[config.mk]
export PLATFORM = sky130hd
export DESIGN_NAME = ride_auto_pause_resume
export DESIGN_NICKNAME = d
export VERILOG_FILES = /design/src/hw/rtl/rap_pkg.sv /design/src/hw/rtl/rap_cfg_regs.sv /design/src/hw/rtl/rap_core.sv /design/src/hw/rtl/ride_auto_pause_resume.sv
export SDC_FILE = /design/constraint.sdc
export NUM_CORES = 1
export LEC_CHECK = 0
export BUFFER_PORTS_ARGS = -buffer_cell sky130_fd_sc_hd__buf_2
export CORE_MARGIN = 2
export CORE_UTILIZATION = 45
export CTS_CLUSTER_DIAMETER = 120
export DETAILED_ROUTE_END_ITERATION = 6
export PLACE_DENSITY_LB_ADDON = 0.12
export RECOVER_POWER = 50
export SLEW_MARGIN = 0
export SYNTH_ARGS = -nofsm -noshare
export SYNTH_HDL_FRONTEND = slang
export SYNTH_SLANG_ARGS = --single-unit
[constraint.sdc]
create_clock -name aclk -period 7.68 [get_ports aclk]
set_clock_uncertainty 0.05 [all_clocks]
set_input_delay 1.92 -clock aclk [delete_from_list [all_inputs] [get_ports aclk]]
set_output_delay 1.92 -clock aclk [all_outputs]
set_load 0.01 [all_outputs]
[src/hw/rtl/rap_pkg.sv]
// ----------------------------------------------------------------------------
// rap_pkg: shared types and constants for the ride auto pause/resume block
// Holds the request and result payload types, the configuration bundle,
// the ride mode codes, the command codes and the register indexes.
// ----------------------------------------------------------------------------
package rap_pkg;

    // Ride mode codes.
    localparam logic [1:0] MODE_IDLE   = 2'd0;
    localparam logic [1:0] MODE_ACTIVE = 2'd1;
    localparam logic [1:0] MODE_PAUSED = 2'd2;

    // Command codes. The unused code behaves as a plain sample.
    localparam logic [1:0] CMD_SAMPLE = 2'd0;
    localparam logic [1:0] CMD_START  = 2'd1;
    localparam logic [1:0] CMD_STOP   = 2'd2;

    // Configuration port geometry and register indexes.
    localparam int unsigned CFG_IDX_W  = 3;
    localparam int unsigned CFG_DATA_W = 16;

    localparam logic [CFG_IDX_W-1:0] REG_RESUME_SPEED   = 3'd0;
    localparam logic [CFG_IDX_W-1:0] REG_PAUSE_SPEED    = 3'd1;
    localparam logic [CFG_IDX_W-1:0] REG_RESUME_HOLD_MS = 3'd2;
    localparam logic [CFG_IDX_W-1:0] REG_PAUSE_HOLD_MS  = 3'd3;
    localparam logic [CFG_IDX_W-1:0] REG_TICK_PERIOD_MS = 3'd4;

    // Reset values of the configuration registers.
    localparam logic [15:0] RST_RESUME_SPEED   = 16'd400;
    localparam logic [15:0] RST_PAUSE_SPEED    = 16'd150;
    localparam logic [15:0] RST_RESUME_HOLD_MS = 16'd3000;
    localparam logic [15:0] RST_PAUSE_HOLD_MS  = 16'd5000;
    localparam logic [15:0] RST_TICK_PERIOD_MS = 16'd1000;

    typedef struct packed {
        logic [1:0]  cmd;
        logic [31:0] now_ms;
        logic [15:0] speed_centi;
        logic        speed_ok;
        logic        auto_allowed;
    } in_item_t;

    typedef struct packed {
        logic [1:0]  ride_mode;
        logic [31:0] ride_seconds_out;
        logic        did_resume;
        logic        did_pause;
    } out_item_t;

    typedef struct packed {
        logic [15:0] resume_speed;
        logic [15:0] pause_speed;
        logic [15:0] resume_hold_ms;
        logic [15:0] pause_hold_ms;
        logic [15:0] tick_period_ms;
    } cfg_t;

endpackage

[src/hw/rtl/rap_cfg_regs.sv]
// ----------------------------------------------------------------------------
// rap_cfg_regs: configuration registers
// Five 16-bit write-only registers, loaded from the plain write port.
// ----------------------------------------------------------------------------
module rap_cfg_regs (
    input  logic                              aclk,
    input  logic                              aresetn,
    input  logic                              cfg_wr_en,
    input  logic [rap_pkg::CFG_IDX_W-1:0]     cfg_index,
    input  logic [rap_pkg::CFG_DATA_W-1:0]    cfg_wr_data,
    output rap_pkg::cfg_t                     cfg
);

    rap_pkg::cfg_t cfg_reg;
    rap_pkg::cfg_t cfg_next;

    always_comb begin
        cfg_next = cfg_reg;
        if (cfg_wr_en) begin
            case (cfg_index)
                rap_pkg::REG_RESUME_SPEED:   cfg_next.resume_speed   = cfg_wr_data;
                rap_pkg::REG_PAUSE_SPEED:    cfg_next.pause_speed    = cfg_wr_data;
                rap_pkg::REG_RESUME_HOLD_MS: cfg_next.resume_hold_ms = cfg_wr_data;
                rap_pkg::REG_PAUSE_HOLD_MS:  cfg_next.pause_hold_ms  = cfg_wr_data;
                rap_pkg::REG_TICK_PERIOD_MS: cfg_next.tick_period_ms = cfg_wr_data;
                default: ;
            endcase
        end
    end

    always_ff @(posedge aclk) begin
        if (!aresetn) begin
            cfg_reg.resume_speed   <= rap_pkg::RST_RESUME_SPEED;
            cfg_reg.pause_speed    <= rap_pkg::RST_PAUSE_SPEED;
            cfg_reg.resume_hold_ms <= rap_pkg::RST_RESUME_HOLD_MS;
            cfg_reg.pause_hold_ms  <= rap_pkg::RST_PAUSE_HOLD_MS;
            cfg_reg.tick_period_ms <= rap_pkg::RST_TICK_PERIOD_MS;
        end else begin
            cfg_reg <= cfg_next;
        end
    end

    assign cfg = cfg_reg;

endmodule

[src/hw/rtl/rap_core.sv]
// ----------------------------------------------------------------------------
// rap_core: ride state and per-sample update
// Holds the ride mode, dwell timers, tick stamp and second count, and
// computes the next state and the result for one sample combinationally.
// ----------------------------------------------------------------------------
module rap_core (
    input  logic                 aclk,
    input  logic                 aresetn,
    input  logic                 step_go,
    input  rap_pkg::in_item_t    item,
    input  rap_pkg::cfg_t        cfg,
    output rap_pkg::out_item_t   result
);

    logic [1:0]  mode_reg,         mode_next;
    logic [31:0] fast_since_reg,   fast_since_next;
    logic        fast_armed_reg,   fast_armed_next;
    logic [31:0] slow_since_reg,   slow_since_next;
    logic        slow_armed_reg,   slow_armed_next;
    logic [31:0] last_tick_reg,    last_tick_next;
    logic [31:0] ride_seconds_reg, ride_seconds_next;

    logic [31:0] fast_elapsed;
    logic [31:0] slow_elapsed;
    logic [31:0] tick_elapsed;
    logic        resumed;
    logic        paused;
    logic        gate_open;

    // Elapsed times are taken modulo 2^32 against the stored stamps.
    assign fast_elapsed = item.now_ms - fast_since_reg;
    assign slow_elapsed = item.now_ms - slow_since_reg;

    always_comb begin
        mode_next         = mode_reg;
        fast_since_next   = fast_since_reg;
        fast_armed_next   = fast_armed_reg;
        slow_since_next   = slow_since_reg;
        slow_armed_next   = slow_armed_reg;
        last_tick_next    = last_tick_reg;
        ride_seconds_next = ride_seconds_reg;
        resumed           = 1'b0;
        paused            = 1'b0;

        // Command first.
        case (item.cmd)
            rap_pkg::CMD_START: begin
                mode_next         = rap_pkg::MODE_ACTIVE;
                ride_seconds_next = 32'd0;
                fast_armed_next   = 1'b0;
                slow_armed_next   = 1'b0;
                last_tick_next    = item.now_ms;
            end
            rap_pkg::CMD_STOP: begin
                mode_next       = rap_pkg::MODE_IDLE;
                fast_armed_next = 1'b0;
                slow_armed_next = 1'b0;
            end
            default: ;
        endcase

        // Dwell logic sees the mode after the command.
        gate_open = item.auto_allowed && item.speed_ok && (mode_next != rap_pkg::MODE_IDLE);
        if (!gate_open) begin
            fast_armed_next = 1'b0;
            slow_armed_next = 1'b0;
        end else if (item.speed_centi >= cfg.resume_speed) begin
            slow_armed_next = 1'b0;
            if (!fast_armed_next) begin
                fast_armed_next = 1'b1;
                fast_since_next = item.now_ms;
            end else if (fast_elapsed >= {16'd0, cfg.resume_hold_ms}) begin
                if (mode_next == rap_pkg::MODE_PAUSED) begin
                    mode_next = rap_pkg::MODE_ACTIVE;
                    resumed   = 1'b1;
                end
            end
        end else if (item.speed_centi < cfg.pause_speed) begin
            fast_armed_next = 1'b0;
            if (mode_next == rap_pkg::MODE_ACTIVE) begin
                if (!slow_armed_next) begin
                    slow_armed_next = 1'b1;
                    slow_since_next = item.now_ms;
                end else if (slow_elapsed >= {16'd0, cfg.pause_hold_ms}) begin
                    mode_next = rap_pkg::MODE_PAUSED;
                    paused    = 1'b1;
                end
            end
        end else begin
            fast_armed_next = 1'b0;
            slow_armed_next = 1'b0;
        end

        // Period tick, measured from the stamp as left by the command.
        tick_elapsed = item.now_ms - last_tick_next;
        if (tick_elapsed >= {16'd0, cfg.tick_period_ms}) begin
            last_tick_next = item.now_ms;
            if (mode_next == rap_pkg::MODE_ACTIVE) begin
                ride_seconds_next = ride_seconds_next + 32'd1;
            end
        end
    end

    always_ff @(posedge aclk) begin
        if (!aresetn) begin
            mode_reg         <= rap_pkg::MODE_IDLE;
            fast_since_reg   <= 32'd0;
            fast_armed_reg   <= 1'b0;
            slow_since_reg   <= 32'd0;
            slow_armed_reg   <= 1'b0;
            last_tick_reg    <= 32'd0;
            ride_seconds_reg <= 32'd0;
        end else if (step_go) begin
            mode_reg         <= mode_next;
            fast_since_reg   <= fast_since_next;
            fast_armed_reg   <= fast_armed_next;
            slow_since_reg   <= slow_since_next;
            slow_armed_reg   <= slow_armed_next;
            last_tick_reg    <= last_tick_next;
            ride_seconds_reg <= ride_seconds_next;
        end
    end

    assign result.ride_mode        = mode_next;
    assign result.ride_seconds_out = ride_seconds_next;
    assign result.did_resume       = resumed;
    assign result.did_pause        = paused;

    // A stop request always leaves the ride idle.
    a_stop_goes_idle: assert property (@(posedge aclk) disable iff (!aresetn)
        step_go && (item.cmd == rap_pkg::CMD_STOP) |=> mode_reg == rap_pkg::MODE_IDLE)
        else $error("ride not idle after stop request");

    // Ride time only moves when a request is processed.
    a_seconds_hold: assert property (@(posedge aclk) disable iff (!aresetn)
        !step_go |=> $stable(ride_seconds_reg))
        else $error("ride seconds changed without a request");

endmodule

[src/hw/rtl/ride_auto_pause_resume.sv]
// ----------------------------------------------------------------------------
// ride_auto_pause_resume: ride auto pause/resume controller
// Tracks ride mode and active ride time from a stream of speed samples.
// ----------------------------------------------------------------------------
// Each request is one loop sample (command, millisecond timestamp, speed,
// speed-valid and auto-allowed flags) and yields exactly one result with the
// ride mode after the sample, the active ride seconds, and pulses that say
// whether this sample resumed or paused the ride. The block takes one request
// per clock while results are being taken: a request is captured in an input
// register, and once the output register is free or is being emptied the
// ride state is updated in a single pass and the result is written to an
// output register, from which it can be taken. The throughput is set by the
// update of the ride state, which each sample must see fully updated by the
// one before it. The output register holds a finished result while the next
// request is already being taken; backpressure on the result side stalls
// the input side only once both registers are full.
// Configuration registers are written through the plain write port and
// should be changed only while no request is in flight.
// ----------------------------------------------------------------------------
module ride_auto_pause_resume (
    input  logic                              aclk,
    input  logic                              aresetn,

    input  logic                              s_valid,
    output logic                              s_ready,
    input  rap_pkg::in_item_t                 s_data,

    output logic                              m_valid,
    input  logic                              m_ready,
    output rap_pkg::out_item_t                m_data,

    input  logic                              cfg_wr_en,
    input  logic [rap_pkg::CFG_IDX_W-1:0]     cfg_index,
    input  logic [rap_pkg::CFG_DATA_W-1:0]    cfg_wr_data
);

    rap_pkg::cfg_t      cfg;
    rap_pkg::out_item_t step_result;

    logic               in_valid_reg;
    rap_pkg::in_item_t  in_data_reg;
    logic               out_valid_reg;
    rap_pkg::out_item_t out_data_reg;

    logic               step_go;
    logic               s_take;

    // The held sample is processed whenever the output register is free or
    // is being emptied in this same cycle.
    assign step_go = in_valid_reg && (!out_valid_reg || m_ready);
    assign s_ready = !in_valid_reg || step_go;
    assign s_take  = s_valid && s_ready;

    rap_cfg_regs u_cfg (
        .aclk        (aclk),
        .aresetn     (aresetn),
        .cfg_wr_en   (cfg_wr_en),
        .cfg_index   (cfg_index),
        .cfg_wr_data (cfg_wr_data),
        .cfg         (cfg)
    );

    rap_core u_core (
        .aclk    (aclk),
        .aresetn (aresetn),
        .step_go (step_go),
        .item    (in_data_reg),
        .cfg     (cfg),
        .result  (step_result)
    );

    // Input register: payload needs no reset.
    always_ff @(posedge aclk) begin
        if (s_take) begin
            in_data_reg <= s_data;
        end
    end

    always_ff @(posedge aclk) begin
        if (!aresetn) begin
            in_valid_reg <= 1'b0;
        end else if (s_take) begin
            in_valid_reg <= 1'b1;
        end else if (step_go) begin
            in_valid_reg <= 1'b0;
        end
    end

    // Output register.
    always_ff @(posedge aclk) begin
        if (step_go) begin
            out_data_reg <= step_result;
        end
    end

    always_ff @(posedge aclk) begin
        if (!aresetn) begin
            out_valid_reg <= 1'b0;
        end else if (step_go) begin
            out_valid_reg <= 1'b1;
        end else if (m_ready) begin
            out_valid_reg <= 1'b0;
        end
    end

    assign m_valid = out_valid_reg;
    assign m_data  = out_data_reg;

    // A resume pulse always comes with an active ride.
    a_resume_active: assert property (@(posedge aclk) disable iff (!aresetn)
        m_valid && m_data.did_resume |-> m_data.ride_mode == rap_pkg::MODE_ACTIVE)
        else $error("resume reported without an active ride");

    // A pause pulse always comes with a paused ride.
    a_pause_paused: assert property (@(posedge aclk) disable iff (!aresetn)
        m_valid && m_data.did_pause |-> m_data.ride_mode == rap_pkg::MODE_PAUSED)
        else $error("pause reported without a paused ride");

endmodule

Yosys cells after proc, flatten, opt, wreduce, memory -nomap -nowiden
Cells that the tools add are included.

Input port bits: 76. Flip-flop bits (word level): 302. Bits in latches: 0. RAM bits: 0. Output and inout port bits: 38. Bits in read-only memories: 0. Logic and storage cells: 98. Memories kept: 0.

Shifts and indexed selects: 0. Bitwise operators: 6. Reduce and logical (&&, ||, !) cells: 22. Multiplexer cells: 29. Eq/ne operators: 9. $add $sub $neg: 4. Multiply operators: 0. Magnitude comparators: 5. Div/mod/pow operators: 0.

Operator list (count): 32-bit 2-to-1 mux (5); 32-bit by 16-bit >= comparator with 1-bit output (3); 32-bit subtractor (3); 32-bit by 1-bit adder with 32-bit output (second input constant) (1); 2-bit 2-to-1 mux (9); 16-bit >= comparator (1); 16-bit less-than comparator (1); 1-bit 2-to-1 mux (14); 2-bit AND reduction (5); 4-bit AND reduction (2); 2-bit by 1-bit equality test with 1-bit output (second input constant) (3); 3-bit by 2-bit equality test with 1-bit output (second input constant) (2); 1-bit inverter (6); 6-bit AND reduction (1); 2-bit nonzero test (3); 5-bit OR reduction (1); 2-bit equality test (second input constant) (2); 1-bit logical AND (4); 2-bit one-hot mux with 2 select lines (1); 3-bit by 1-bit equality test with 1-bit output (second input constant) (1); 3-bit equality test (second input constant) (1); 3-bit zero test (1); 1-bit zero test (2); 1-bit logical OR (2); 2-bit OR reduction (1).

Longest topological paths before layout
Word-level depth: 11. Gate-level depth with buffers: 33. Gate-level depth less buffers: 26.

By module
Synthesis repeated with hierarchy kept, for this count alone.

Cells, all modules: 2296. Area total of the unflattened synthesis: 19870.3 sq um.

By module, submodules not included: rap_core (times used 1, sequential area each 2642.5 sq um, cells an instance 1903, area an instance 14033.5 sq um); rap_cfg_regs (times used 1, sequential area each 1601.5 sq um, cells an instance 296, area an instance 3090.5 sq um); ride_auto_pause_resume (times used 1, sequential area each 2682.6 sq um, cells an instance 97, area an instance 2746.4 sq um).

Worst setup path after synthesis
Ideal clock, no wire load.

Kind: register to register. Start point: register in_data_reg[51] in the netlist's numbering. End point: register out_data_reg (netlist bit m_data[25]), data pin. Slack: 1.526 ns. Data required time: 7.367 ns. Period minus slack after synthesis: 6.154 ns. Path buffers: 6. Setup time: 0.263 ns. Data arrival time: 5.842 ns. Cell stages (with the launch flop): 30. Path through: edfxtp_1 -> inv_1 -> ha_1 -> clkbuf_1 -> clkbuf_1 -> buf_1 -> clkbuf_1 -> mux2i_1 -> fa_1 -> a211oi_1 -> o211ai_1 -> a21boi_0 -> nor2_1 -> nor2_1 -> xnor2_1 -> ha_1 -> nor2b_1 -> o21ai_0 -> o211ai_1 -> or3_1 -> nor3_1 -> and4_1 -> and4_1 -> a21oi_1 -> and3_4 -> buf_6 -> nand3_4 -> buf_6 -> nor3_1 -> xnor2_1.

RTL lines: start, declared (line ride_auto_pause_resume.sv:41) `rap_pkg::in_item_t in_data_reg;`; start signal, assigned (line ride_auto_pause_resume.sv:75) `in_data_reg <= s_data;`; end signal, assigned (line ride_auto_pause_resume.sv:92) `out_data_reg <= step_result;`; end, declared (line ride_auto_pause_resume.sv:43) `rap_pkg::out_item_t out_data_reg;`.

Worst setup path in the final report
Start point: register in_data_reg[19] in the netlist's numbering. End point: register u_core.ride_seconds_reg[28].

Longest elaborated chain between the ends: 11. Elaborated cells between the ends (all ways): 18. Classes of those cells: add/sub: 3; order compare: 3; eq/ne: 1; mux: 11.

Ends and longest elaborated chain: 32-bit subtractor (line rap_core.sv:32) `assign slow_elapsed = item.now_ms - slow_since_reg;`; 32-bit by 16-bit >= comparator with 1-bit output (line rap_core.sv:84) `end else if (slow_elapsed >= {16'd0, cfg.pause_hold_ms}) begin`; 2-bit 2-to-1 mux (line rap_core.sv:84); 2-bit 2-to-1 mux (line rap_core.sv:81) `if (!slow_armed_next) begin`; 2-bit 2-to-1 mux (line rap_core.sv:80) `if (mode_next == rap_pkg::MODE_ACTIVE) begin`; 2-bit 2-to-1 mux (line rap_core.sv:78) `end else if (item.speed_centi < cfg.pause_speed) begin`; 2-bit 2-to-1 mux (line rap_core.sv:67) `end else if (item.speed_centi >= cfg.resume_speed) begin`; 2-bit 2-to-1 mux (line rap_core.sv:64) `if (!gate_open) begin`; 2-bit by 1-bit equality test with 1-bit output (line rap_core.sv:98) `if (mode_next == rap_pkg::MODE_ACTIVE) begin`; 32-bit 2-to-1 mux (line rap_core.sv:98); 32-bit 2-to-1 mux (*) (line rap_core.sv:96) `if (tick_elapsed >= {16'd0, cfg.tick_period_ms}) begin`; end signal, assigned (line rap_core.sv:120) `ride_seconds_reg <= ride_seconds_next;`; end, declared (line rap_core.sv:21) `logic [31:0] ride_seconds_reg, ride_seconds_next;`.

Every way passes the cells marked *; elsewhere a longest branch is shown, timed or not. A chain may end at the register's enable or synchronous reset.

==> impl_metrics.env <==
export IMPL_post_drt_via_cell_ratio=5.686
export IMPL_clockBufferDepth=3
export IMPL_rsz0062_at_grt="no"
export IMPL_place_ws_ns=1.217
export IMPL_grt_pass1_wl_um=87950
export IMPL_drc=0
export IMPL_cts_tree="done"
export IMPL_peakVddDrop_uv=163.1
export IMPL_yosysSeqAreaShare_pct=35.23
export IMPL_synth_area_leader_cell="dfxtp_1"
export IMPL_ys_types=85
export IMPL_rows=76
export IMPL_multi_input_area_um2=11670
export IMPL_stdcell_count=3017
export IMPL_tns_ns=0
export IMPL_layout_commonest_cell="nand2_1"
export IMPL_arrival_ns=6.98
export IMPL_crit_family="simple AND/OR/NAND/NOR gates"
export IMPL_layout_drive_gt1_share_pct=6.990
export IMPL_worstHoldEndpoint="u_cfg.cfg[54]$_SDFFE_PN0P_"
export IMPL_post_cts_buffers=0
export IMPL_finish_instance_area_um2=21870
export IMPL_diodes=0
export IMPL_reg2reg_to="u_core.ride_seconds_reg[28]$_SDFFE_PN0P_"
export IMPL_postSynthRegisterBits=302
export IMPL_initial_utilization_pct=45.65
export IMPL_setup_violations=0
export IMPL_slew_headroom_pct=-118.8
export IMPL_status="finished, violations left"
export IMPL_cellPowerDensity_nw_per_um2=196.9
export IMPL_hp_class="reg -> reg"
export IMPL_grt_max_degree=106
export IMPL_fillers=4122
export IMPL_rr_startpoint="in_data_reg[19]$_DFFE_PP_"
export IMPL_drt_initial_drc_count=1207
export IMPL_avgSynthCellArea_um2=8.406
export IMPL_fp_dieW_um=213.0
export IMPL_leakage_nw=8.351
export IMPL_dp_cells=2948
export IMPL_gp_congestion=0.9542
export IMPL_seq_area_um2=6927
export IMPL_synthArstFlopShare_pct=0
export IMPL_htree_levels=2
export IMPL_drv_cap=4
export IMPL_postCtsHoldBufs=0
export IMPL_critPathMaxFanout=29
export IMPL_critPathLaunchType="flip-flop"
export IMPL_setup_ws_ns=1.126
export IMPL_timing_final_crit_share_pct=85.33
export IMPL_io_pin_count=114
export IMPL_hp_start="u_cfg.cfg[54]$_SDFFE_PN0P_"
export IMPL_drt_pass1_iterations=6
export IMPL_dieArea_um2=45380
export IMPL_cts_root_buf="clkbuf_16"
export IMPL_clkLatencyLatePin_ns=0.56
export IMPL_crit_path_end_kind="flip-flop"
export IMPL_synth_top_area_share_pct=21.79
export IMPL_clock_sinks=302
export IMPL_crit_required_ns=8.11
export IMPL_r2r_cells=23
export IMPL_routedWlPerCell_um=18.56
export IMPL_crit_type="reg -> reg"
export IMPL_routed_wl_um=55990
export IMPL_cts_buffers=38
export IMPL_largest_reg_flops=80
export IMPL_cp_slowest_cell="edfxtp_1"
export IMPL_syn_area_um2=19660
export IMPL_ff2ff_setup_slack_ns=1.13
export IMPL_power_mw=4.306
export IMPL_vias=17150
export IMPL_ys_flop_type="dfxtp_1"
export IMPL_ant_nets=0
export IMPL_crit_chain="ha_1 > nor2b_1 > o2111ai_1 > nand2_1 > a21o_1 > a21o_1 > a21oi_1 > o21bai_1 > xor2_1 > ha_1 > nand4_1 > nor2_1 > a211oi_1 > o21ai_0 > nor4_1 > o211ai_1 > or4_1 > nor4_1 > a41o_1 > and3_4 > nand4_1 > or4_1 > o211ai_1"
export IMPL_hold_viol_final=0
export IMPL_ys_warn_count=0
export IMPL_place_detailed_hpwl_um=41960
export IMPL_place_area_um2=20670
export IMPL_violations="max-capacitance violations, max-slew violations"
export IMPL_overflow=0
export IMPL_synthTopCellsByArea="dfxtp_1 (22%), edfxtp_1 (13%), ha_1 (11%)"
export IMPL_grt_use_total_pct=24.68
export IMPL_fmax_mhz=152.6
export IMPL_port_buffers=113
export IMPL_synth_edf_count=88
export IMPL_area_growth_pct=11.21
export IMPL_syn_inst=2339
export IMPL_critPathMaxStageDelay_ns=0.58
export IMPL_slew_viol_final=174
export IMPL_worst_pin_slew_ns=3.281
export IMPL_final_cell_mix="nand2_1 (300), dfxtp_1 (214), a21oi_1 (213), nor2_1 (207), inv_1 (177)"
export IMPL_hold_depth=2
export IMPL_clkTransAtPathRegs_ns=0.06
export IMPL_dieHeight_um=213.0
export IMPL_fp_coreArea_um2=43080
export IMPL_cts_resized=0
export IMPL_hold_worst_slack_ns=0.4032
export IMPL_min_period_ns=6.554
export IMPL_grt_pass1_vias=16040
export IMPL_final_util_pct=50.76
export IMPL_critical_path_buf_inv_count=0
export IMPL_antenna_found_initial=0
export IMPL_nets=2656
export IMPL_synth_fp_nets=2592
==> worst max-delay path by stage <==
stage | startpoint | endpoint | cells after the start
detailed placement | in_data_reg[19]$_DFFE_PP_ | u_core.ride_seconds_reg[28]$_SDFFE_PN0P_ | 23
finish | in_data_reg[19]$_DFFE_PP_ | u_core.ride_seconds_reg[28]$_SDFFE_PN0P_ | 23
CTS | in_data_reg[19]$_DFFE_PP_ | u_core.ride_seconds_reg[28]$_SDFFE_PN0P_ | 23
floorplan | in_data_reg[51]$_DFFE_PP_ | m_data[25]$_DFFE_PP_ | 29
global placement | in_data_reg[19]$_DFFE_PP_ | u_core.ride_seconds_reg[28]$_SDFFE_PN0P_ | 23
global route | in_data_reg[19]$_DFFE_PP_ | m_data[32]$_DFFE_PP_ | 23
==> cell usage after synthesis (38+ instances only) <==
library cell and count:
nand2_1 300, a21oi_1 214, dfxtp_1 214, nor2_1 208
inv_1 179, ha_1 174, mux2i_1 129, o21ai_0 89
edfxtp_1 88, clkbuf_1 86, xnor2_1 65, nand3_1 57
a21o_1 53, o211ai_1 50, nand4_1 38
==> tightest hold or removal path, cell delays in order, from the launching register on <==
cell and delay, ns:
dfxtp_1 0.30, nand2_1 0.05, a21oi_1 0.05
==> cell type report <==
cell class	count	area share (%)
Clock buffer	52	5.196
Clock inverter	17	0.5951
Inverter	179	3.096
Multi-Input combinational cell	1755	53.35
Sequential cell	302	31.68
Tap cell	585	3.347
Timing Repair Buffer	127	2.735
==> per-layer routing <==
layer / vias up / part of all wire (%) / track usage, %
met4: 0 / 2.9 / 8.319
met3: 94 / 5.2 / 2.942
met2: 442 / 46 / 40.31
li1: 8491 / - / -
met1: 8127 / 46 / 33.79
met5: - / 0 / 0
==> cells by family after synthesis <==
| kind of cell | share of synthesized area [%] |
|---|---|
| fa+ha+maj | 11.38 |
| xor+xnor | 4.053 |
| flops | 35.23 |
| mux | 6.682 |
| buf+inv | 5.600 |
| simple gates | 18.64 |
| compound gates | 18.42 |
==> report_power, final <==
group | switching, mW | internal [mW] | total, mW
clock network | 0.735 | 1.07 | 1.81
logic | 0.471 | 0.290 | 0.761
registers | 0.0455 | 1.69 | 1.74
total | 1.25 | 3.05 | 4.31
Power figures use the tool's default switching activity.
